### src/design/additive_wavetable_sample_generator_assert.svh
// ----------------------------------------------------------------------------
// additive wavetable sample generator assertion macros
// shared property forms for the sequencer checks
// ----------------------------------------------------------------------------
`ifndef ADDITIVE_WAVETABLE_SAMPLE_GENERATOR_ASSERT_SVH
`define ADDITIVE_WAVETABLE_SAMPLE_GENERATOR_ASSERT_SVH

// same-cycle implication
`define AWG_ASSERT_IMP(label, ante, cons, msg) \
    label: assert property (@(posedge clk) disable iff (!rst_n) (ante) |-> (cons)) \
        else $error(msg);

// next-cycle implication
`define AWG_ASSERT_NXT(label, ante, cons, msg) \
    label: assert property (@(posedge clk) disable iff (!rst_n) (ante) |=> (cons)) \
        else $error(msg);

`endif

### src/design/awg_pkg.sv
// ----------------------------------------------------------------------------
// awg_pkg
// types, fixed-point constants and sequencer states of the sample generator
// ----------------------------------------------------------------------------
`default_nettype none

package awg_pkg;

    localparam int VW  = 34;
    localparam int PRW = 2 * VW;
    localparam int DVW = 10;

    typedef logic signed [VW-1:0]  val_t;
    typedef logic signed [PRW-1:0] prod_t;
    typedef logic [DVW-1:0]        dvs_t;

    localparam int FRAME_SIZE = 2048;
    localparam int MAX_FRAMES = 256;
    localparam int PH_SHIFT   = 32 - $clog2(FRAME_SIZE);

    localparam val_t ONE_Q30     = 34'sd1073741824;
    localparam val_t CORDIC_GAIN = 34'sd652032874;
    localparam val_t C_INV_PI    = 34'sd341782638;
    localparam val_t C_0P8       = 34'sd858993459;
    localparam val_t C_0P6       = 34'sd644245094;
    localparam val_t C_0P5       = 34'sd536870912;
    localparam val_t C_0P3       = 34'sd322122547;
    localparam val_t PW_SPAN     = 34'sd3435973837;
    localparam logic [31:0] PW_BASE = 32'd429496730;

    localparam logic [2:0] WT_SINE     = 3'd0;
    localparam logic [2:0] WT_SAW      = 3'd1;
    localparam logic [2:0] WT_SQUARE   = 3'd2;
    localparam logic [2:0] WT_TRIANGLE = 3'd3;
    localparam logic [2:0] WT_PWM      = 3'd4;
    localparam logic [2:0] WT_FORMANT  = 3'd5;

    localparam logic REG_WAVE_TYPE   = 1'b0;
    localparam logic REG_FRAME_COUNT = 1'b1;

    typedef enum logic [4:0] {
        S_IDLE, S_MDIV, S_PREP, S_PWMUL, S_PWSET, S_F1MUL, S_F2MUL, S_F2SET,
        S_CSTART, S_CWAIT, S_DSTART, S_DWAIT, S_PXMUL, S_PXDIV, S_PXWAIT,
        S_PYMUL, S_PYDIV, S_PYWAIT, S_PCSTART, S_PCWAIT, S_PXCMUL, S_PYSMUL,
        S_PACC, S_FMMUL, S_FMACC, S_NEXT, S_FINMUL, S_FIN
    } state_t;

    typedef struct packed {
        logic done;
        val_t sin_val;
        val_t cos_val;
    } cor_res_t;

    typedef struct packed {
        logic done;
        val_t quot;
    } div_res_t;

    function automatic logic [31:0] atan_lut(input logic [4:0] i);
        logic [31:0] v;
        case (i)
            5'd0:    v = 32'h20000000;
            5'd1:    v = 32'h12E4051E;
            5'd2:    v = 32'h09FB385B;
            5'd3:    v = 32'h051111D4;
            5'd4:    v = 32'h028B0D43;
            5'd5:    v = 32'h0145D7E1;
            5'd6:    v = 32'h00A2F61E;
            5'd7:    v = 32'h00517C55;
            5'd8:    v = 32'h0028BE53;
            5'd9:    v = 32'h00145F2F;
            5'd10:   v = 32'h000A2F98;
            5'd11:   v = 32'h000517CC;
            5'd12:   v = 32'h00028BE6;
            5'd13:   v = 32'h000145F3;
            5'd14:   v = 32'h0000A2FA;
            5'd15:   v = 32'h0000517D;
            5'd16:   v = 32'h000028BE;
            5'd17:   v = 32'h0000145F;
            5'd18:   v = 32'h00000A30;
            5'd19:   v = 32'h00000518;
            5'd20:   v = 32'h0000028C;
            5'd21:   v = 32'h00000146;
            5'd22:   v = 32'h000000A3;
            5'd23:   v = 32'h00000051;
            5'd24:   v = 32'h00000029;
            5'd25:   v = 32'h00000014;
            5'd26:   v = 32'h0000000A;
            5'd27:   v = 32'h00000005;
            5'd28:   v = 32'h00000003;
            5'd29:   v = 32'h00000001;
            default: v = 32'h00000000;
        endcase
        return v;
    endfunction

endpackage

`default_nettype wire

### src/design/awg_cordic.sv
// ----------------------------------------------------------------------------
// awg_cordic
// iterative rotation unit, one micro-rotation per cycle, sine and cosine
// of a 32-bit cycle fraction in Q2.30
// ----------------------------------------------------------------------------
`default_nettype none

module awg_cordic (
    input  wire logic             clk,
    input  wire logic             rst_n,
    input  wire logic             start,
    input  wire logic [31:0]      angle,
    output awg_pkg::cor_res_t     res
);
    import awg_pkg::*;

    logic       busy_reg, busy_next;
    logic       done_reg, done_next;
    logic [4:0] cnt_reg, cnt_next;
    logic       flip_reg, flip_next;
    val_t       x_reg, x_next;
    val_t       y_reg, y_next;
    val_t       z_reg, z_next;

    logic        flip_in;
    logic [31:0] za;
    val_t        dx, dy, at;

    always_comb
    begin
        flip_in = (angle[31:30] == 2'd1) || (angle[31:30] == 2'd2);
        za      = flip_in ? (angle ^ 32'h80000000) : angle;
        dx      = y_reg >>> cnt_reg;
        dy      = x_reg >>> cnt_reg;
        at      = $signed({2'b00, atan_lut(cnt_reg)});
        busy_next = busy_reg;
        done_next = 1'b0;
        cnt_next  = cnt_reg;
        flip_next = flip_reg;
        x_next    = x_reg;
        y_next    = y_reg;
        z_next    = z_reg;
        if (start)
        begin
            busy_next = 1'b1;
            cnt_next  = 5'd0;
            flip_next = flip_in;
            x_next    = CORDIC_GAIN;
            y_next    = '0;
            z_next    = $signed({{(VW-32){za[31]}}, za});
        end
        else if (busy_reg)
        begin
            if (!z_reg[VW-1])
            begin
                x_next = x_reg - dx;
                y_next = y_reg + dy;
                z_next = z_reg - at;
            end
            else
            begin
                x_next = x_reg + dx;
                y_next = y_reg - dy;
                z_next = z_reg + at;
            end
            cnt_next = cnt_reg + 5'd1;
            if (cnt_reg == 5'd29)
            begin
                busy_next = 1'b0;
                done_next = 1'b1;
            end
        end
    end

    always_ff @(posedge clk or negedge rst_n)
    begin
        if (!rst_n)
        begin
            busy_reg <= 1'b0;
            done_reg <= 1'b0;
            cnt_reg  <= 5'd0;
        end
        else
        begin
            busy_reg <= busy_next;
            done_reg <= done_next;
            cnt_reg  <= cnt_next;
        end
    end

    always_ff @(posedge clk)
    begin
        flip_reg <= flip_next;
        x_reg    <= x_next;
        y_reg    <= y_next;
        z_reg    <= z_next;
    end

    always_comb
    begin
        res.done    = done_reg;
        res.sin_val = flip_reg ? -y_reg : y_reg;
        res.cos_val = flip_reg ? -x_reg : x_reg;
    end

endmodule

`default_nettype wire

### config.mk
export PLATFORM = sky130hd
export DESIGN_NAME = awg_cordic
export DESIGN_NICKNAME = d
export VERILOG_FILES = /design/src/design/additive_wavetable_sample_generator_assert.svh /design/src/design/awg_pkg.sv /design/src/design/awg_cordic.sv
export SDC_FILE = /design/constraint.sdc
export NUM_CORES = 1
export LEC_CHECK = 0
export BUFFER_PORTS_ARGS = -buffer_cell sky130_fd_sc_hd__buf_2
export CAP_MARGIN = 40
export CORE_MARGIN = 3
export CORE_UTILIZATION = 50
export CTS_BUF_LIST = sky130_fd_sc_hd__clkbuf_16
export DETAILED_ROUTE_END_ITERATION = 10
export PLACE_DENSITY = 0.7
export SYNTH_ARGS = -nofsm -noshare
export SYNTH_HDL_FRONTEND = slang
export SYNTH_SLANG_ARGS = --single-unit
### constraint.sdc
create_clock -name clk -period 5.25 [get_ports clk]
set_input_delay 0.2625 -clock clk [delete_from_list [all_inputs] [get_ports clk]]
set_output_delay 0.2625 -clock clk [all_outputs]
set_load 0.05 [all_outputs]
==> results of run 1 <==
-- cell usage in the layout (no fill, tap or decap), types with 26 or more instances in the layout --
master,synthesis,final
xor2_1,65,60
o21ai_0,142,105
dfxtp_1,68,68
ha_1,114,98
xnor2_1,177,162
buf_2,28,102
a21oi_2,2,46
buf_4,13,704
mux4_2,80,80
mux2i_1,97,82
edfxtp_1,35,35
o21ai_1,2,27
inv_1,55,50
mux2_2,34,32
buf_6,11,37
nor2_1,200,180
a21o_1,58,58
buf_12,1,26
a21oi_1,176,125
nand2_1,201,193
-- worst max-delay path, delay by kind of cell (launching register included) --
family                     cells  cell delay [ns]
xor gates and xnor gates       2             0.42
muxes                          2             0.66
AOI/OAI and AO/OA              8             1.47
buffers and inverters          7             1.04
and+or+nand+nor                4             1.18
DFF                            1             0.55
adders and majority gates      1             0.34
-- metrics by stage --
step / instance area (sq um) / setup slack [ns]
2_1_floorplan: 18200 / -0.0919
3_3_place_gp: 23600 / -0.456
3_5_place_dp: 23600 / -0.512
4_1_cts: 25100 / -0.285
5_1_grt: 26500 / -0.648
6_report: 26500 / -0.468
-- synthesized netlist by cell type (10+ instances only) --
| cell type | n |
|---|---|
| and3_1 | 17 |
| a211oi_1 | 24 |
| o21a_1 | 20 |
| nor2_1 | 200 |
| nand4_1 | 14 |
| buf_4 | 13 |
| inv_1 | 55 |
| xor2_1 | 65 |
| nor3_1 | 30 |
| o41ai_1 | 12 |
| or2_2 | 17 |
| and2_1 | 12 |
| dfxtp_1 | 68 |
| nor2b_1 | 18 |
| buf_6 | 11 |
| or3_1 | 23 |
| mux2i_1 | 97 |
| o31ai_1 | 23 |
| a22o_1 | 10 |
| a21o_1 | 58 |
| o211ai_1 | 24 |
| nand2b_1 | 22 |
| a22oi_1 | 11 |
| a31oi_1 | 31 |
| edfxtp_1 | 35 |
| o21ai_0 | 142 |
| a21oi_1 | 176 |
| xnor2_1 | 177 |
| o22ai_1 | 20 |
| nand3_1 | 29 |
| mux4_2 | 80 |
| clkbuf_1 | 100 |
| mux2_2 | 34 |
| buf_2 | 28 |
| buf_1 | 32 |
| nand2_1 | 201 |
| o21bai_1 | 22 |
| ha_1 | 114 |
-- logic make-up after synthesis --
group / synth area share
flops: 0.144
buf+inv: 0.0616
mux: 0.181
fa+ha+maj: 0.0828
simple gates: 0.169
compound gates: 0.244
xor+xnor: 0.118
-- layout make-up --
type | instances | share of cell area
multi-input combinational | 1881 | 0.594
timing repair buffer | 884 | 0.265
sequential | 110 | 0.0983
tap | 455 | 0.0215
clock buffer | 10 | 0.00945
inverter | 60 | 0.00941
clock inverter | 6 | 0.00156
-- repair_timing --
action                                  4_1_cts  5_1_grt
hold endpoints to repair                      7        0
gates cloned                                  4        0
pin swaps                                    75      118
endpoints found under the setup margin       45       58
buffers inserted                             53       71
hold buffers                                  1        0
gates resized for setup                     159      190
-- path summary, 6_finish.rpt --
check	from	to	slack [ns]	cells after the start
setup / recovery	cnt_reg[1]$_DFFE_PN0P_	y_reg[32]$_SDFFE_PP0P_	-0.47	24
hold / removal	angle[28]	z_reg[28]$_DFFE_PP_	0.14	3
setup reg to reg	cnt_reg[1]$_DFFE_PN0P_	y_reg[32]$_SDFFE_PP0P_	-0.47	24
hold reg to reg	y_reg[0]$_SDFFE_PP0P_	y_reg[0]$_SDFFE_PP0P_	0.70	3
max in group asynchronous	rst_n	cnt_reg[2]$_DFFE_PN0P_	4.68	2
min in group asynchronous	rst_n	cnt_reg[3]$_DFFE_PN0P_	0.29	2
-- per-layer routing --
metal | part of all wire | track usage | wire length, um | up-vias
met4 | 0.050 | 0.173 | 4070 | 0
met2 | 0.46 | 0.644 | 37400 | 1230
met1 | 0.40 | 0.510 | 32300 | 10403
met5 | 0 | 0 | 0 | -
li1 | - | - | - | 9702
met3 | 0.089 | 0.0659 | 7160 | 253
==> results_dict.tcl, run 1 <==
set metrics [dict create \
    status "finished, violations left" \
    violations "setup timing" \
    setup_violations 40 \
    grtUsageTotal 0.393 \
    relSlewSlack 0.405 \
    post_drt_via_cell_ratio 6.34 \
    synth_warnings 0 \
    ys_seq_area_frac 0.144 \
    timing_hold_violations_final 0 \
    fin_nets 3098 \
    clockRootBuffer "clkbuf_16" \
    finalWirelength_um 80800 \
    seqCellArea_sq_um 2600 \
    rsz0062_at_grt "true" \
    synth.distinct_cells 100 \
    async_flop_share 0.0636 \
    die_w_um 195 \
    gp_congestion 1.03 \
    ant_nets 0 \
    clkTransAtPathRegs_ns 0.09 \
    grt_pass1_vias 20798 \
    ys.flop_type "dfxtp_1" \
    wl_per_cell_um 23.7 \
    synthTopCellsByArea "mux4_2 10%, xnor2_1 8.6%, ha_1 7.9%" \
    syn_area_per_cell_sq_um 8.03 \
    final.setup.worst_slack_ns -0.468 \
    final_util 0.757 \
    worst-setup-path-type "register to register" \
    hold_path_class "input pin to register" \
    maxCapViolCount 0 \
    max_freq_mhz 175 \
    period_share 1.09 \
    clockBufferDepth 2 \
    clock_latency_ns 0.41 \
    syn_inst 2236 \
    first_iter_violations 2467 \
    layout_min_cycle_time_ns 5.72 \
    dr_total_vias 21588 \
    fp.coreArea_sq_um 35000 \
    drive_gt1_frac 0.441 \
    diodes 0 \
    multi_input_area_sq_um 15700 \
    die_area_sq_um 38200 \
    cp_max_fo 4 \
    worstPathCellList "buf_12 > buf_12 > buf_6 > mux4_2 > mux2i_4 > o22ai_2 > a211oi_2 > buf_4 > clkinvlp_4 > nor4b_4 > buf_4 > buf_6 > a21oi_4 > xor2_2 > ha_1 > nand4_1 > or3_4 > o2111a_1 > or3_4 > a31o_4 > o211a_1 > o21bai_1 > xor2_1 > a22o_1" \
    hold-worst-slack_ns 0.141 \
    htree_levels 3 \
    skew_ns 0.0162 \
    yosysTopAreaCell "mux4_2" \
    syn_area_sq_um 17900 \
    final_cells 3406 \
    cp.required_ns 5.60 \
    initial_core_util 0.513 \
    first_pass_iters 6 \
    slew_violations 0 \
    worst_slew_pin_slew_ns 0.892 \
    portBuffers 103 \
    max_stage_delay_ns 0.55 \
    cp_slowest_cell "dfrtp_4" \
    ys_ff_latch 110 \
    synth_nets 2388 \
    overflow 0 \
    die_y_um 195 \
    synth_top_area_share 0.100 \
    antenna_found_initial 2 \
    cp_data_arrival_time_ns 6.07 \
    dp_hpwl_um 59600 \
    synth_edf_count 35 \
    drc 0 \
    rows 68 \
    placed_cells 3268 \
    final.setup.tns_ns -8.48 \
    cts_made_buffers 9 \
    grt_start_max_net_pins 57 \
    num_io_pins 104 \
    start_kind "register" \
    grt_pass1_wl_um 119000 \
    syn_to_final_growth_pct 47.5 \
    cts_tree "built" \
    nFillCells 2515 \
    end_kind "register" \
    cts_sinks 110 \
]
Power of run 1 is left out: the tool's default activity adds up to more than one toggle a clock period on the data nets, which glitch-free logic cannot reach.
==> inputs of run 2 (changes only) <==
--- a/config.mk
+++ b/config.mk
@@ -8,10 +8,11 @@
 export BUFFER_PORTS_ARGS = -buffer_cell sky130_fd_sc_hd__buf_2
 export CAP_MARGIN = 40
 export CORE_MARGIN = 3
-export CORE_UTILIZATION = 50
+export CORE_UTILIZATION = 52
 export CTS_BUF_LIST = sky130_fd_sc_hd__clkbuf_16
+export CTS_CLUSTER_SIZE = 28
 export DETAILED_ROUTE_END_ITERATION = 10
-export PLACE_DENSITY = 0.7
+export PLACE_DENSITY = 0.72
 export SYNTH_ARGS = -nofsm -noshare
 export SYNTH_HDL_FRONTEND = slang
 export SYNTH_SLANG_ARGS = --single-unit
==> results_dict.tcl, run 2 (synthesis gave the netlist of run 1 again) <==
set metrics [dict create \
    grt_pass1_vias 20271 \
    nFillCells 2491 \
    violations "setup timing" \
    clkTransAtPathRegs_ns 0.09 \
    skew_ns 0.0176 \
    rr_worst_depth 23 \
    worst_slew_pin_slew_ns 0.858 \
    relSlewSlack 0.427 \
    die_w_um 192 \
    clockRootBuffer "clkbuf_16" \
    holdPathStages 3 \
    cp_max_fo 5 \
    worst-setup-path-type "register to register" \
    final_util 0.743 \
    clockBufferDepth 2 \
    max_freq_mhz 181 \
    syn_to_final_growth_pct 39.9 \
    cts_made_buffers 9 \
    wl_per_cell_um 22.9 \
    first_pass_iters 6 \
    die_y_um 192 \
    grt_start_max_net_pins 76 \
    final_common_cell "buf_4" \
    fin_nets 3008 \
    cts_tree "built" \
    max_stage_delay_ns 0.54 \
    worstPathCellList "buf_6 > buf_6 > buf_6 > mux2_4 > mux4_2 > a222oi_1 > and4_4 > nand2_1 > or4b_4 > buf_4 > o21ba_2 > xnor2_2 > ha_1 > a21o_1 > a21oi_1 > o21ai_1 > nand2_1 > a21oi_2 > a211oi_2 > o21a_1 > and3_1 > o211ai_1 > nand4_1" \
    clock_latency_ns 0.41 \
    maxCapViolCount 0 \
    cp.required_ns 5.54 \
    dp_hpwl_um 57400 \
    fp.coreArea_sq_um 33800 \
    num_io_pins 104 \
    layout_min_cycle_time_ns 5.53 \
    drc 0 \
    setup_violations 28 \
    post_drt_via_cell_ratio 6.39 \
    period_share 1.05 \
    cp_slowest_cell "or4b_4" \
    rsz0062_at_grt "true" \
    rows 67 \
    die_area_sq_um 36800 \
    finalWirelength_um 75700 \
    cts_sinks 110 \
    overflow 0 \
    dr_total_vias 21148 \
    antenna_found_initial 1 \
    ant_nets 0 \
    diodes 0 \
    slew_violations 0 \
    initial_core_util 0.531 \
    start_kind "register" \
    cp_data_arrival_time_ns 5.82 \
    final_cell_mix "650 x buf_4, 198 x nand2_1, 188 x nor2_1" \
    r2r_start "cnt_reg[1]$_DFFE_PN0P_" \
    gp_congestion 1.07 \
    htree_levels 3 \
    timing_hold_violations_final 0 \
    status "finished, violations left" \
    grt_pass1_wl_um 114000 \
    grtUsageTotal 0.395 \
    hp-start "angle[22]" \
    portBuffers 103 \
    end_kind "register" \
    final.setup.worst_slack_ns -0.283 \
    hold_path_class "input pin to register" \
    cp-startpoint "cnt_reg[1]$_DFFE_PN0P_" \
    drive_gt1_frac 0.404 \
    first_iter_violations 2299 \
    cp_common_cell "buf_6" \
]
## run 2: worst max-delay path: cells and delay by family, from the launching register on
kind	cells	cell delay, ns
buffers and inverters	4	0.57
AND/OR/NAND/NOR	6	1.35
AO/OA/AOI/OAI	9	1.70
adder cells (fa/ha/maj)	1	0.31
XOR/XNOR	1	0.15
multiplexers	2	0.85
flip-flops	1	0.49
## run 2: what timing repair did
action,4_1_cts,5_1_grt
pin swaps,80,80
hold endpoints to repair,7,0
resized for setup,123,142
gates cloned,1,1
hold buffers,1,0
setup endpoints to repair,40,52
setup buffers,50,37
## run 2: cell type report
class | instances | area [sq um] | area share
multi-input combinational | 1881 | 15400 | 0.613
timing repair buffer | 793 | 6010 | 0.239
sequential | 110 | 2600 | 0.104
tap | 448 | 561 | 0.0223
inverter | 60 | 258 | 0.0103
clock buffer | 9 | 225 | 0.00897
clock inverter | 7 | 55.1 | 0.00219
timing repair inverter | 1 | 11.3 | 0.000448
## run 2: stage by stage
step	instances	cell area (sq um)	hold slack, ns	setup TNS, ns	setup slack, ns
after global routing	3309	25100	0.149	-10.65	-0.500
after detailed placement	3206	23000	0.165	-10.12	-0.517
after floorplan	2236	18200	-0.0331	-0.0919	-0.0919
final	3309	25100	0.142	-3.89	-0.283
after CTS	3273	24200	0.125	-1.55	-0.177
after global placement	3205	23000	0.162	-6.99	-0.478
## run 2: layer usage
metal | share of wire | up-vias | GRT usage | wire length, um
met2 | 0.45 | 1240 | 0.645 | 34200
met4 | 0.059 | 2 | 0.187 | 4470
met5 | 0.00017 | - | 0 | 13
li1 | - | 9496 | - | -
met3 | 0.099 | 305 | 0.0714 | 7480
met1 | 0.39 | 10105 | 0.506 | 29500
## run 2: final timing paths
| check | end | slack, ns |
|---|---|---|
| max reg2reg | x_reg[33]$_SDFFE_PP0P_ | -0.28 |
| min reg2reg | x_reg[0]$_SDFFE_PP0P_ | 0.63 |
| min | z_reg[22]$_DFFE_PP_ | 0.14 |
| min in group asynchronous | cnt_reg[0]$_DFFE_PN0P_ | 0.29 |
| max | x_reg[33]$_SDFFE_PP0P_ | -0.28 |
| max in group asynchronous | cnt_reg[1]$_DFFE_PN0P_ | 4.68 |
Power of run 2 is left out for the same reason.
