===== config.mk =====
export PLATFORM = sky130hd
export DESIGN_NAME = awg_div
export DESIGN_NICKNAME = d
export VERILOG_FILES = /design/src/design/additive_wavetable_sample_generator_assert.svh /design/src/design/awg_pkg.sv /design/src/design/awg_div.sv
export SDC_FILE = /design/constraint.sdc
export NUM_CORES = 1
export LEC_CHECK = 0
export ABC_CLOCK_PERIOD_IN_PS = 9660
export BUFFER_PORTS_ARGS = -buffer_cell sky130_fd_sc_hd__buf_4
export CAP_MARGIN = 20
export CORE_MARGIN = 3
export CORE_UTILIZATION = 55
export DETAILED_ROUTE_END_ITERATION = 6
export PLACE_DENSITY = 0.81
export SLEW_MARGIN = 40
export SYNTH_ARGS = -nofsm -noshare
export SYNTH_HDL_FRONTEND = slang
export SYNTH_SLANG_ARGS = --single-unit

===== constraint.sdc =====
create_clock -name clk -period 9.66 [get_ports clk]
set_clock_uncertainty 0.2 [all_clocks]
set_input_delay 1.449 -clock clk [delete_from_list [all_inputs] [get_ports clk]]
set_output_delay 1.449 -clock clk [all_outputs]
set_load 0.005 [all_outputs]

===== src/design/additive_wavetable_sample_generator_assert.svh =====
// ----------------------------------------------------------------------------
// additive wavetable sample generator assertion macros
// shared property forms for the sequencer checks
// ----------------------------------------------------------------------------
`ifndef ADDITIVE_WAVETABLE_SAMPLE_GENERATOR_ASSERT_SVH
`define ADDITIVE_WAVETABLE_SAMPLE_GENERATOR_ASSERT_SVH

// same-cycle implication
`define AWG_ASSERT_IMP(label, ante, cons, msg) \
    label: assert property (@(posedge clk) disable iff (!rst_n) (ante) |-> (cons)) \
        else $error(msg);

// next-cycle implication
`define AWG_ASSERT_NXT(label, ante, cons, msg) \
    label: assert property (@(posedge clk) disable iff (!rst_n) (ante) |=> (cons)) \
        else $error(msg);

`endif


===== src/design/awg_pkg.sv =====
// ----------------------------------------------------------------------------
// awg_pkg
// types, fixed-point constants and sequencer states of the sample generator
// ----------------------------------------------------------------------------
`default_nettype none

package awg_pkg;

    localparam int VW  = 34;
    localparam int PRW = 2 * VW;
    localparam int DVW = 10;

    typedef logic signed [VW-1:0]  val_t;
    typedef logic signed [PRW-1:0] prod_t;
    typedef logic [DVW-1:0]        dvs_t;

    localparam int FRAME_SIZE = 2048;
    localparam int MAX_FRAMES = 256;
    localparam int PH_SHIFT   = 32 - $clog2(FRAME_SIZE);

    localparam val_t ONE_Q30     = 34'sd1073741824;
    localparam val_t CORDIC_GAIN = 34'sd652032874;
    localparam val_t C_INV_PI    = 34'sd341782638;
    localparam val_t C_0P8       = 34'sd858993459;
    localparam val_t C_0P6       = 34'sd644245094;
    localparam val_t C_0P5       = 34'sd536870912;
    localparam val_t C_0P3       = 34'sd322122547;
    localparam val_t PW_SPAN     = 34'sd3435973837;
    localparam logic [31:0] PW_BASE = 32'd429496730;

    localparam logic [2:0] WT_SINE     = 3'd0;
    localparam logic [2:0] WT_SAW      = 3'd1;
    localparam logic [2:0] WT_SQUARE   = 3'd2;
    localparam logic [2:0] WT_TRIANGLE = 3'd3;
    localparam logic [2:0] WT_PWM      = 3'd4;
    localparam logic [2:0] WT_FORMANT  = 3'd5;

    localparam logic REG_WAVE_TYPE   = 1'b0;
    localparam logic REG_FRAME_COUNT = 1'b1;

    typedef enum logic [4:0] {
        S_IDLE, S_MDIV, S_PREP, S_PWMUL, S_PWSET, S_F1MUL, S_F2MUL, S_F2SET,
        S_CSTART, S_CWAIT, S_DSTART, S_DWAIT, S_PXMUL, S_PXDIV, S_PXWAIT,
        S_PYMUL, S_PYDIV, S_PYWAIT, S_PCSTART, S_PCWAIT, S_PXCMUL, S_PYSMUL,
        S_PACC, S_FMMUL, S_FMACC, S_NEXT, S_FINMUL, S_FIN
    } state_t;

    typedef struct packed {
        logic done;
        val_t sin_val;
        val_t cos_val;
    } cor_res_t;

    typedef struct packed {
        logic done;
        val_t quot;
    } div_res_t;

    function automatic logic [31:0] atan_lut(input logic [4:0] i);
        logic [31:0] v;
        case (i)
            5'd0:    v = 32'h20000000;
            5'd1:    v = 32'h12E4051E;
            5'd2:    v = 32'h09FB385B;
            5'd3:    v = 32'h051111D4;
            5'd4:    v = 32'h028B0D43;
            5'd5:    v = 32'h0145D7E1;
            5'd6:    v = 32'h00A2F61E;
            5'd7:    v = 32'h00517C55;
            5'd8:    v = 32'h0028BE53;
            5'd9:    v = 32'h00145F2F;
            5'd10:   v = 32'h000A2F98;
            5'd11:   v = 32'h000517CC;
            5'd12:   v = 32'h00028BE6;
            5'd13:   v = 32'h000145F3;
            5'd14:   v = 32'h0000A2FA;
            5'd15:   v = 32'h0000517D;
            5'd16:   v = 32'h000028BE;
            5'd17:   v = 32'h0000145F;
            5'd18:   v = 32'h00000A30;
            5'd19:   v = 32'h00000518;
            5'd20:   v = 32'h0000028C;
            5'd21:   v = 32'h00000146;
            5'd22:   v = 32'h000000A3;
            5'd23:   v = 32'h00000051;
            5'd24:   v = 32'h00000029;
            5'd25:   v = 32'h00000014;
            5'd26:   v = 32'h0000000A;
            5'd27:   v = 32'h00000005;
            5'd28:   v = 32'h00000003;
            5'd29:   v = 32'h00000001;
            default: v = 32'h00000000;
        endcase
        return v;
    endfunction

endpackage

`default_nettype wire


===== src/design/awg_div.sv =====
// ----------------------------------------------------------------------------
// awg_div
// restoring divider, one quotient bit per cycle, signed dividend by small
// unsigned divisor, quotient truncated toward zero
// ----------------------------------------------------------------------------
`default_nettype none

module awg_div (
    input  wire logic           clk,
    input  wire logic           rst_n,
    input  wire logic           start,
    input  wire awg_pkg::val_t  dividend,
    input  wire awg_pkg::dvs_t  divisor,
    output awg_pkg::div_res_t   res
);
    import awg_pkg::*;

    localparam int CW = $clog2(VW);

    logic          busy_reg, busy_next;
    logic          done_reg, done_next;
    logic [CW-1:0] cnt_reg, cnt_next;
    logic          neg_reg, neg_next;
    logic [VW-1:0] num_reg, num_next;
    dvs_t          rem_reg, rem_next;
    dvs_t          d_reg, d_next;

    logic [DVW:0]  sh;
    logic [DVW:0]  diff;
    logic          qbit;

    always_comb
    begin
        sh   = {rem_reg, num_reg[VW-1]};
        diff = sh - {1'b0, d_reg};
        qbit = (sh >= {1'b0, d_reg});
        busy_next = busy_reg;
        done_next = 1'b0;
        cnt_next  = cnt_reg;
        neg_next  = neg_reg;
        num_next  = num_reg;
        rem_next  = rem_reg;
        d_next    = d_reg;
        if (start)
        begin
            busy_next = 1'b1;
            cnt_next  = '0;
            neg_next  = dividend[VW-1];
            num_next  = dividend[VW-1] ? 34'(-dividend) : dividend;
            rem_next  = '0;
            d_next    = divisor;
        end
        else if (busy_reg)
        begin
            rem_next = qbit ? diff[DVW-1:0] : sh[DVW-1:0];
            num_next = {num_reg[VW-2:0], qbit};
            cnt_next = cnt_reg + 1'b1;
            if (cnt_reg == CW'(VW - 1))
            begin
                busy_next = 1'b0;
                done_next = 1'b1;
            end
        end
    end

    always_ff @(posedge clk or negedge rst_n)
    begin
        if (!rst_n)
        begin
            busy_reg <= 1'b0;
            done_reg <= 1'b0;
            cnt_reg  <= '0;
        end
        else
        begin
            busy_reg <= busy_next;
            done_reg <= done_next;
            cnt_reg  <= cnt_next;
        end
    end

    always_ff @(posedge clk)
    begin
        neg_reg <= neg_next;
        num_reg <= num_next;
        rem_reg <= rem_next;
        d_reg   <= d_next;
    end

    always_comb
    begin
        res.done = done_reg;
        res.quot = neg_reg ? -$signed(num_reg) : $signed(num_reg);
    end

endmodule

`default_nettype wire


==> results of run 1 <==
final cells by class:
cell class	count	area [sq um]
Clock buffer	12	145
Tap cell	99	124
Timing Repair Buffer	83	631
Clock inverter	4	68.8
Fill cell	579	2230
Sequential cell	63	1750
Multi-Input combinational cell	368	2460
Inverter	20	75.1
through the flow:
step                      worst slack [ns]  instances
after floorplan                       5.51        472
after global placement                5.29        632
after detailed placement              5.22        633
after CTS                             4.83        649
after global routing                  4.67        649
final                                 4.83        649
power groups by stage:
| stage | Sequential, mW | Clock [mW] | Combinational, mW |
|---|---|---|---|
| 2_1_floorplan | 0.369 | 0 | 0.213 |
| 3_3_place_gp | 0.382 | 0 | 0.311 |
| 3_5_place_dp | 0.383 | 0 | 0.319 |
| 4_1_cts | 0.378 | 0.257 | 0.322 |
| 5_1_grt | 0.384 | 0.273 | 0.359 |
| 6_report | 0.379 | 0.256 | 0.322 |
how the worst max path moves through the flow:
| stage | slack [ns] | cells after the start | end |
|---|---|---|---|
| floorplan | 5.51 | 8 | res[32] |
| global placement | 5.29 | 9 | res[32] |
| detailed placement | 5.22 | 9 | res[32] |
| CTS | 4.83 | 9 | res[32] |
| global route | 4.67 | 9 | res[32] |
| finish | 4.83 | 9 | res[32] |
worst register-to-register path, cell delays in order, from the launching register on:
cell	delay, ns
edfxtp_1	0.43
inv_1	0.11
ha_1	0.17
inv_1	0.05
fa_1	0.43
a211oi_1	0.41
nor3_1	0.09
o31a_1	0.30
or3_1	0.31
nand3_1	0.09
a311oi_1	0.10
layer usage:
metal / share of wire (%) / up-vias / GRT usage (%)
li1: - / 1861 / -
met1: 43 / 1767 / 32.6
met2: 49 / 119 / 40.3
met3: 5.4 / 15 / 3.55
met4: 1.9 / 0 / 8.65
met5: 0 / - / 0
cell families after synthesis:
family	Yosys count	synth area share, %
mux	6	1.40
xor+xnor	73	14.6
compound gates	118	17.6
buf+inv	41	3.69
fa+ha+maj	15	4.46
simple gates	156	18.3
flops	63	40.0
Yosys cell counts (all sizes together) (2+ instances only):
cell,instances
o31a,2
edfxtp,45
inv,20
a21o,5
nand4,4
ha,14
nand3,6
nor3b,3
a211oi,9
o22ai,2
or3b,2
o41ai,9
dfrtp,8
buf,3
nor2b,4
xor2,37
or2,4
o21ai,23
o21bai,2
or4,10
or3,8
and3,3
clkbuf,18
nand2b,4
nand2,33
nor3,7
dfxtp,10
a31oi,2
o31ai,20
nor4,3
a21oi,37
mux2i,5
xnor2,36
nor2,59
nor4b,2
==> results.json, run 1 <==
{
  "cp-end-kind": "primary output",
  "critPathSlowestCell": "or4_4",
  "grt-ovfl-total": 0,
  "dr.first_iter.drc_count": 221,
  "path_buf_inv": 2,
  "intPower_mw": 0.647,
  "synth_ff_type": "edfxtp_1",
  "remaining_drc_errors": 0,
  "pwr-share-clk_pct": 26.8,
  "path_class": "reg2out",
  "coreArea_sq_um": 7490,
  "grt_usage_pct": 24.4,
  "syn-num-nets": 534,
  "fp-row-count": 31,
  "status": "complete, no violations",
  "max_freq_ghz": 0.207,
  "netlist_instances": 472,
  "cts_tree": "yes",
  "ys_top_cells_by_area": "edfxtp_1 (31%), xor2_1 (7.4%), xnor2_1 (7.2%)",
  "r2r_end": "rem_reg[8]",
  "synth_top_area_cell": "edfxtp_1",
  "numPortBuffers": 81,
  "cts-buffers-inserted": 9,
  "drv_cap": 0,
  "fin_crit_sh_pct": 50.0,
  "grt_pass1_vias": 3526,
  "cts_buffer_depth": 2,
  "synth-seq-area-share_pct": 40.0,
  "whs_ns": 0.311,
  "synth_top_cell_area_share_pct": 30.9,
  "ios": 82,
  "antenna_cells": 0,
  "hold_viol": 0,
  "cts_resized": 0,
  "cts_setup_buffers": 0,
  "dieHeight_um": 95.2,
  "clk_pin_slew_ns": 0.07,
  "initial_core_util_pct": 58.5,
  "p_leak_nw": 2.11,
  "switching_share_pct": 32.3,
  "syn2layout_area_growth_pct": 20.2,
  "layout_commonest_cell": "buf_4",
  "hp-class": "reg2reg",
  "reg2reg_from": "num_reg[33]",
  "total_power_mw": 0.956,
  "placed_cell_area_sq_um": 5040,
  "final_area_sq_um": 5260,
  "worst_pin_slew_ns": 0.857,
  "r2r_cells": 10,
  "rsz0062_at_grt": "false",
  "cp_max_fo": 5,
  "vdd_ir_drop_max_uv": 104,
  "p_per_area_nw_per_um2": 182,
  "final_cell_mix": "buf_4 (81), nor2_1 (59), edfxtp_1 (45), xor2_1 (37), a21oi_1 (37)",
  "syn_avg_cell_area_sq_um": 9.27,
  "place_congestion": 0.889,
  "power_frac_seq_pct": 39.6,
  "hold_end": "rem_reg[5]",
  "post-route-util_pct": 70.3,
  "cts_hold_buf": 0,
  "wl_um": 10700,
  "arrival_ns": 3.18,
  "drive_above_1_share_pct": 20.2,
  "setup_tns_ns": 0,
  "ys_ff_latch": 63,
  "r2r_slack_ns": 6.85,
  "firstDrtPassIters": 5,
  "critPathMaxStageDelay_ns": 0.47,
  "syn_area_sq_um": 4380,
  "clk_latency_ns": 0.35,
  "finalCriticalPeriod_ns": 4.83,
  "synth.distinct_cells": 57,
  "hold_path_startpoint": "rem_reg[5]",
  "cp-start-kind": "register",
  "via_per_inst": 5.80,
  "htree_levels": 3,
  "cts_sinks": 63,
  "synth-async-reset-ratio_pct": 12.7,
  "die-area_sq_um": 9060,
  "switchingPower_mw": 0.309,
  "die_x_um": 95.2,
  "largest_register_ffs": 34,
  "path_cells": "inv_1 -> ha_1 -> or3b_1 -> or4_4 -> or3_4 -> or2_2 -> o41ai_2 -> xnor2_1 -> buf_4",
  "cp.required_ns": 8.01,
  "wire_per_inst_um": 16.5,
  "slew_viol_final": 0,
  "relSlewSlack_pct": 42.3,
  "crit_family": "simple AND/OR/NAND/NOR gates",
  "min_path_cells": 2,
  "grt_max_degree": 99,
  "root_buffer": "clkbuf_8",
  "grt_pass1_wl_um": 17100,
  "setup_violations": 0,
  "place_hpwl_um": 7750,
  "ys.warnings.count": 0,
  "nNetsFinal": 607,
  "ant_nets": 0,
  "antenna_found_initial": 0,
  "combinationalPowerShare_pct": 33.6,
  "startpoint": "num_reg[0]",
  "via_count": 3762,
  "synth_edf_count": 45
}
(Power assumes the default switching activity.)
==> run 2, diff against run 1 <==
ABC_AREA = 1   (was not set)
ABC_CLOCK_PERIOD_IN_PS = 4550   (was 9660)
PLACE_DENSITY = 0.8   (was 0.81)
clock period = 4.55 ns   (was 9.66 ns; I/O delays follow)
==> results.json, run 2 <==
{
  "status": "complete, no violations",
  "syn-num-nets": 838,
  "ant_nets": 0,
  "path_cells": "inv_1 -> ha_1 -> nand3_1 -> nor2_1 -> nand2_1 -> xor2_1 -> nand2_1 -> o21ai_0 -> buf_4",
  "synth_common_cells": "nand2_1 (207), inv_1 (101), nor2_1 (96), nand3_1 (85), o21ai_0 (59)",
  "setup_violations": 0,
  "hp-class": "reg2reg",
  "synth.distinct_cells": 41,
  "cp.required_ns": 3.67,
  "cp-end-kind": "primary output",
  "grt-ovfl-total": 0,
  "layout_commonest_cell": "nand2_1",
  "setup_tns_ns": 0,
  "antenna_cells": 0,
  "cp-start-kind": "register",
  "p_leak_nw": 2.93,
  "drive_above_1_share_pct": 15.0,
  "netlist_instances": 776,
  "clk_latency_ns": 0.35,
  "pre_cts_slack_ns": 1.67,
  "min_path_cells": 2,
  "arrival_ns": 2.14,
  "dieHeight_um": 104,
  "htree_levels": 3,
  "nNetsFinal": 912,
  "place_congestion": 0.973,
  "r2r_cells": 9,
  "ios": 82,
  "via_per_inst": 5.45,
  "critPathSlowestCell": "edfxtp_1",
  "fp-row-count": 34,
  "die-area_sq_um": 10700,
  "via_count": 5346,
  "max_freq_ghz": 0.331,
  "cts_resized": 0,
  "dr.first_iter.drc_count": 415,
  "firstDrtPassIters": 5,
  "remaining_drc_errors": 0,
  "post-route-util_pct": 68.1,
  "final_cell_mix": "nand2_1 (207), inv_1 (100), nor2_1 (96), nand3_1 (85), buf_4 (84)",
  "hold_viol": 0,
  "relSlewSlack_pct": 45.6,
  "antenna_found_initial": 0,
  "ys.warnings.count": 0,
  "cts_tree": "yes",
  "synth_edf_count": 45,
  "drv_cap": 0,
  "numPortBuffers": 81,
  "yosysMostFrequentCell": "nand2_1",
  "cts_buffer_depth": 2,
  "synth_top_area_cell": "edfxtp_1",
  "ys_top_cells_by_area": "edfxtp_1 (26%), nand2_1 (15%), nand3_1 (8.1%)",
  "largest_register_ffs": 34,
  "root_buffer": "clkbuf_8",
  "grt_max_degree": 47,
  "clk_pin_slew_ns": 0.08,
  "grt_pass1_vias": 5052,
  "path_class": "reg2out",
  "synth-seq-area-share_pct": 33.4,
  "hold_end": "rem_reg[6]",
  "vdd_ir_drop_max_uv": 162,
  "fin_crit_sh_pct": 66.4,
  "synth_top_cell_area_share_pct": 25.8,
  "layout_setup_ws_ns": 1.53,
  "grt_usage_pct": 27.3,
  "wire_per_inst_um": 14.8,
  "initial_core_util_pct": 58.4,
  "finalCriticalPeriod_ns": 3.02,
  "crit_family": "simple AND/OR/NAND/NOR gates",
  "place_hpwl_um": 11400,
  "die_x_um": 104,
  "synth_ff_type": "edfxtp_1",
  "critPathMaxStageDelay_ns": 0.39,
  "final.fill_count": 775,
  "hold_path_startpoint": "rem_reg[6]",
  "syn_area_sq_um": 5240,
  "p_per_area_nw_per_um2": 351,
  "total_power_mw": 2.14,
  "ys_ff_latch": 63,
  "coreArea_sq_um": 8980,
  "r2r_end": "num_reg[0]",
  "cp_max_fo": 4,
  "synth-async-reset-ratio_pct": 12.7,
  "cts_sinks": 63,
  "syn2layout_area_growth_pct": 16.6,
  "path_buf_inv": 2,
  "r2r_slack_ns": 2.19,
  "cts-buffers-inserted": 9,
  "reg2reg_from": "rem_reg[1]",
  "syn_avg_cell_area_sq_um": 6.75,
  "slew_viol_final": 0,
  "worst_pin_slew_ns": 0.814,
  "cpMostUsedCell": "nand2_1",
  "wl_um": 14600,
  "grt_pass1_wl_um": 24300,
  "rsz0062_at_grt": "false"
}
run 2: changes by cell type after synthesis, sizes merged, moves of 17 or more:
cell	delta
nand3	+81
nor2	+43
nand2	+182
nand4	+17
inv	+84
a21oi	-22
xnor2	-26
o21ai	+43
o31ai	-19
run 2: layer usage:
metal  up-vias  wire length [um]  global-route usage [%]
met5         -                 0                       0
met4         0               325                    9.12
met3        24              1110                    5.10
met2       239              6710                    43.6
met1      2419              6420                    37.5
li1       2664                 -                       -
run 2: cell type report:
class | count | area, sq um | area share (%)
Sequential cell | 63 | 1750 | 28.7
Clock inverter | 7 | 80.1 | 1.31
Timing Repair Buffer | 85 | 641 | 10.5
Multi-Input combinational cell | 587 | 2970 | 48.5
Tap cell | 126 | 158 | 2.58
Inverter | 104 | 390 | 6.39
Clock buffer | 9 | 124 | 2.03
run 2: power breakdown:
group / total, mW / internal [mW] / switching [mW]
Sequential: 0.782 / 0.706 / 0.0753
Clock: 0.509 / 0.258 / 0.250
Combinational: 0.852 / 0.348 / 0.504
run 2: how the worst max path moves through the flow:
stage,to,cells after the start,from
floorplan,num_reg[0],3,start
global placement,num_reg[32],4,start
detailed placement,num_reg[29],4,start
CTS,res[32],10,num_reg[0]
global route,res[26],9,num_reg[6]
finish,res[16],9,num_reg[0]
run 2: kinds of logic (layout without fill, tap and decap cells):
group	Yosys count	in the layout	share of synthesized area, %
AND/OR/NAND/NOR	439	439	36.3
buffers and inverters	126	205	9.96
AO/OA/AOI/OAI	91	91	9.55
flip-flops	63	63	33.4
XOR/XNOR	42	42	7.02
adder cells (fa/ha/maj)	15	15	3.72
run 2: repair_timing:
action	CTS	global route
setup buffers	0	0
endpoints found under the hold margin	8	0
hold buffers	1	0
run 2: worst register-to-register path, cell delays in order, from the launching register on:
cell,delay (ns)
dfxtp_1,0.36
ha_1,0.39
a21oi_1,0.25
o21ai_2,0.12
nand2_2,0.09
nand2_2,0.06
nand2_2,0.21
nand2_2,0.22
nand2_1,0.11
o21ai_0,0.09
run 2: through the flow:
stage               area, sq um  instances  hold WS, ns
global route               6110        981        0.288
floorplan                  5240        776        0.187
finish                     6110        981        0.295
detailed placement         5900        964        0.282
global placement           5900        964        0.265
CTS                        6110        981        0.293
==> run 3, diff against run 2 <==
ABC_CLOCK_PERIOD_IN_PS = 2400   (was 4550)
CORE_UTILIZATION = 53   (was 55)
clock period = 2.4 ns   (was 4.55 ns; I/O delays follow)
==> results.json, run 3 (synthesis gave the netlist of run 2 again) <==
{
  "status": "finished, violations left",
  "violations": "negative setup slack",
  "finalCriticalPeriod_ns": 2.62,
  "hp-class": "in2reg",
  "grt_usage_pct": 27.9,
  "fp-row-count": 35,
  "cp-end-kind": "primary output",
  "cp_max_fo": 4,
  "reg2reg_from": "num_reg[33]",
  "slew_viol_final": 0,
  "post-route-util_pct": 72.0,
  "final_cell_mix": "nand2_1 (200), buf_4 (111), inv_1 (79), nand3_1 (76), nor2_1 (73)",
  "rsz0062_at_grt": "true",
  "grt_max_degree": 41,
  "critPathMaxStageDelay_ns": 0.43,
  "via_per_inst": 5.63,
  "path_cells": "inv_2 -> ha_4 -> nand4_1 -> inv_2 -> nand2_4 -> inv_2 -> nor2_1 -> o21ai_1 -> o21ai_1 -> buf_4",
  "final_area_sq_um": 6780,
  "syn2layout_area_growth_pct": 29.4,
  "hold_end": "cnt_reg[2]",
  "die-area_sq_um": 11100,
  "cts_tree": "yes",
  "clk_pin_slew_ns": 0.08,
  "p_leak_nw": 3.18,
  "drv_cap": 0,
  "hold_viol": 0,
  "layout_setup_ws_ns": -0.220,
  "critPathSlowestCell": "edfxtp_1",
  "drive_above_1_share_pct": 25.3,
  "grt_pass1_wl_um": 25200,
  "largest_register_ffs": 34,
  "ant_nets": 0,
  "cts_buffer_depth": 2,
  "dieHeight_um": 105,
  "antenna_cells": 0,
  "fin_cells": 1025,
  "clk_latency_ns": 0.35,
  "grt_pass1_vias": 5189,
  "via_count": 5768,
  "placedCellCount": 975,
  "path_buf_inv": 4,
  "hold_path_startpoint": "start",
  "initial_core_util_pct": 55.7,
  "root_buffer": "clkbuf_8",
  "remaining_drc_errors": 0,
  "layout_commonest_cell": "nand2_1",
  "setup_violations": 27,
  "wl_um": 17000,
  "fin_crit_sh_pct": 109,
  "wire_per_inst_um": 16.6,
  "cpMostUsedCell": "inv_2",
  "path_class": "reg2out",
  "place_congestion": 0.963,
  "worst_pin_slew_ns": 0.524,
  "placed_cell_area_sq_um": 5960,
  "cts-buffers-inserted": 9,
  "r2r_end": "rem_reg[4]",
  "htree_levels": 3,
  "max_freq_ghz": 0.382,
  "pre_cts_slack_ns": 0.122,
  "ios": 82,
  "dr.first_iter.drc_count": 507,
  "total_power_mw": 4.54,
  "p_per_area_nw_per_um2": 669,
  "cp.required_ns": 1.84,
  "cp-start-kind": "register",
  "die_x_um": 105,
  "cts_sinks": 63,
  "vdd_ir_drop_max_uv": 335,
  "arrival_ns": 2.06,
  "numPortBuffers": 81,
  "place_hpwl_um": 11500,
  "nNetsFinal": 953,
  "r2r_slack_ns": 0.19,
  "antenna_found_initial": 0,
  "final.fill_count": 719,
  "crit_family": "buffers and inverters",
  "grt-ovfl-total": 0,
  "coreArea_sq_um": 9420,
  "r2r_cells": 10,
  "relSlewSlack_pct": 64.8,
  "firstDrtPassIters": 5,
  "min_path_cells": 2
}
-- run 3: cell types whose count changed in the layout (fill, tap and decap cells not counted), sizes merged --
cell / previous run / this run
buf: 84 / 115
clkbuf: 9 / 11
clkinvlp: 2 / 0
dlygate4sd3: 1 / 11
-- run 3: layer usage --
| layer | track usage (%) | up-vias | share of wire [%] |
|---|---|---|---|
| met3 | 6.55 | 68 | 9.3 |
| met2 | 43.1 | 341 | 46 |
| met1 | 38.6 | 2613 | 41 |
| li1 | - | 2746 | - |
| met5 | 0 | - | 0 |
| met4 | 8.72 | 0 | 4.1 |
-- run 3: worst register-to-register path, cell delays in order (launching register included) --
cell and delay, ns:
edfxtp_1 0.39, inv_1 0.11, ha_1 0.20, inv_1 0.08, fa_1 0.40, nand3_1 0.13
nand2_1 0.09, xnor2_1 0.20, nand2_1 0.10, nand3_1 0.08, o21ai_0 0.10
-- run 3: worst max path at each step --
stage	startpoint	end	slack, ns	cells past startpoint
after detailed placement	num_reg[0]	res[14]	0.12	10
after global placement	num_reg[0]	res[32]	0.21	10
after global routing	num_reg[1]	res[14]	-0.37	10
final	num_reg[1]	res[14]	-0.22	10
after floorplan	start	num_reg[0]	0.30	3
after CTS	num_reg[3]	res[17]	-0.09	9
-- run 3: stage by stage --
step / setup TNS [ns] / hold slack, ns
global placement: 0 / -0.0211
finish: -3.79 / 0.0930
floorplan: 0 / -0.136
CTS: -0.929 / 0.0799
detailed placement: 0 / -0.0179
global route: -6.17 / 0.0791
-- run 3: power by group --
group / switching, mW / internal [mW] / total, mW
Combinational: 1.15 / 0.797 / 1.94
Sequential: 0.161 / 1.34 / 1.50
Clock: 0.475 / 0.620 / 1.09
-- run 3: what timing repair did --
item,in CTS,in global routing
hold buffers,11,0
endpoints found under the setup margin,27,27
resized for setup,47,54
endpoints found under the hold margin,18,0
buffers inserted,10,13
pin swaps,13,17
-- run 3: layout make-up --
| class | instances | area (sq um) | share of cell area (%) |
|---|---|---|---|
| clock buffers | 11 | 174 | 2.56 |
| well taps | 129 | 161 | 2.38 |
| multi-input cells | 587 | 3250 | 47.9 |
| inverters | 104 | 393 | 5.79 |
| clock inverters | 5 | 67.6 | 0.996 |
| repair buffers | 126 | 988 | 14.6 |
| flip-flops and latches | 63 | 1750 | 25.8 |
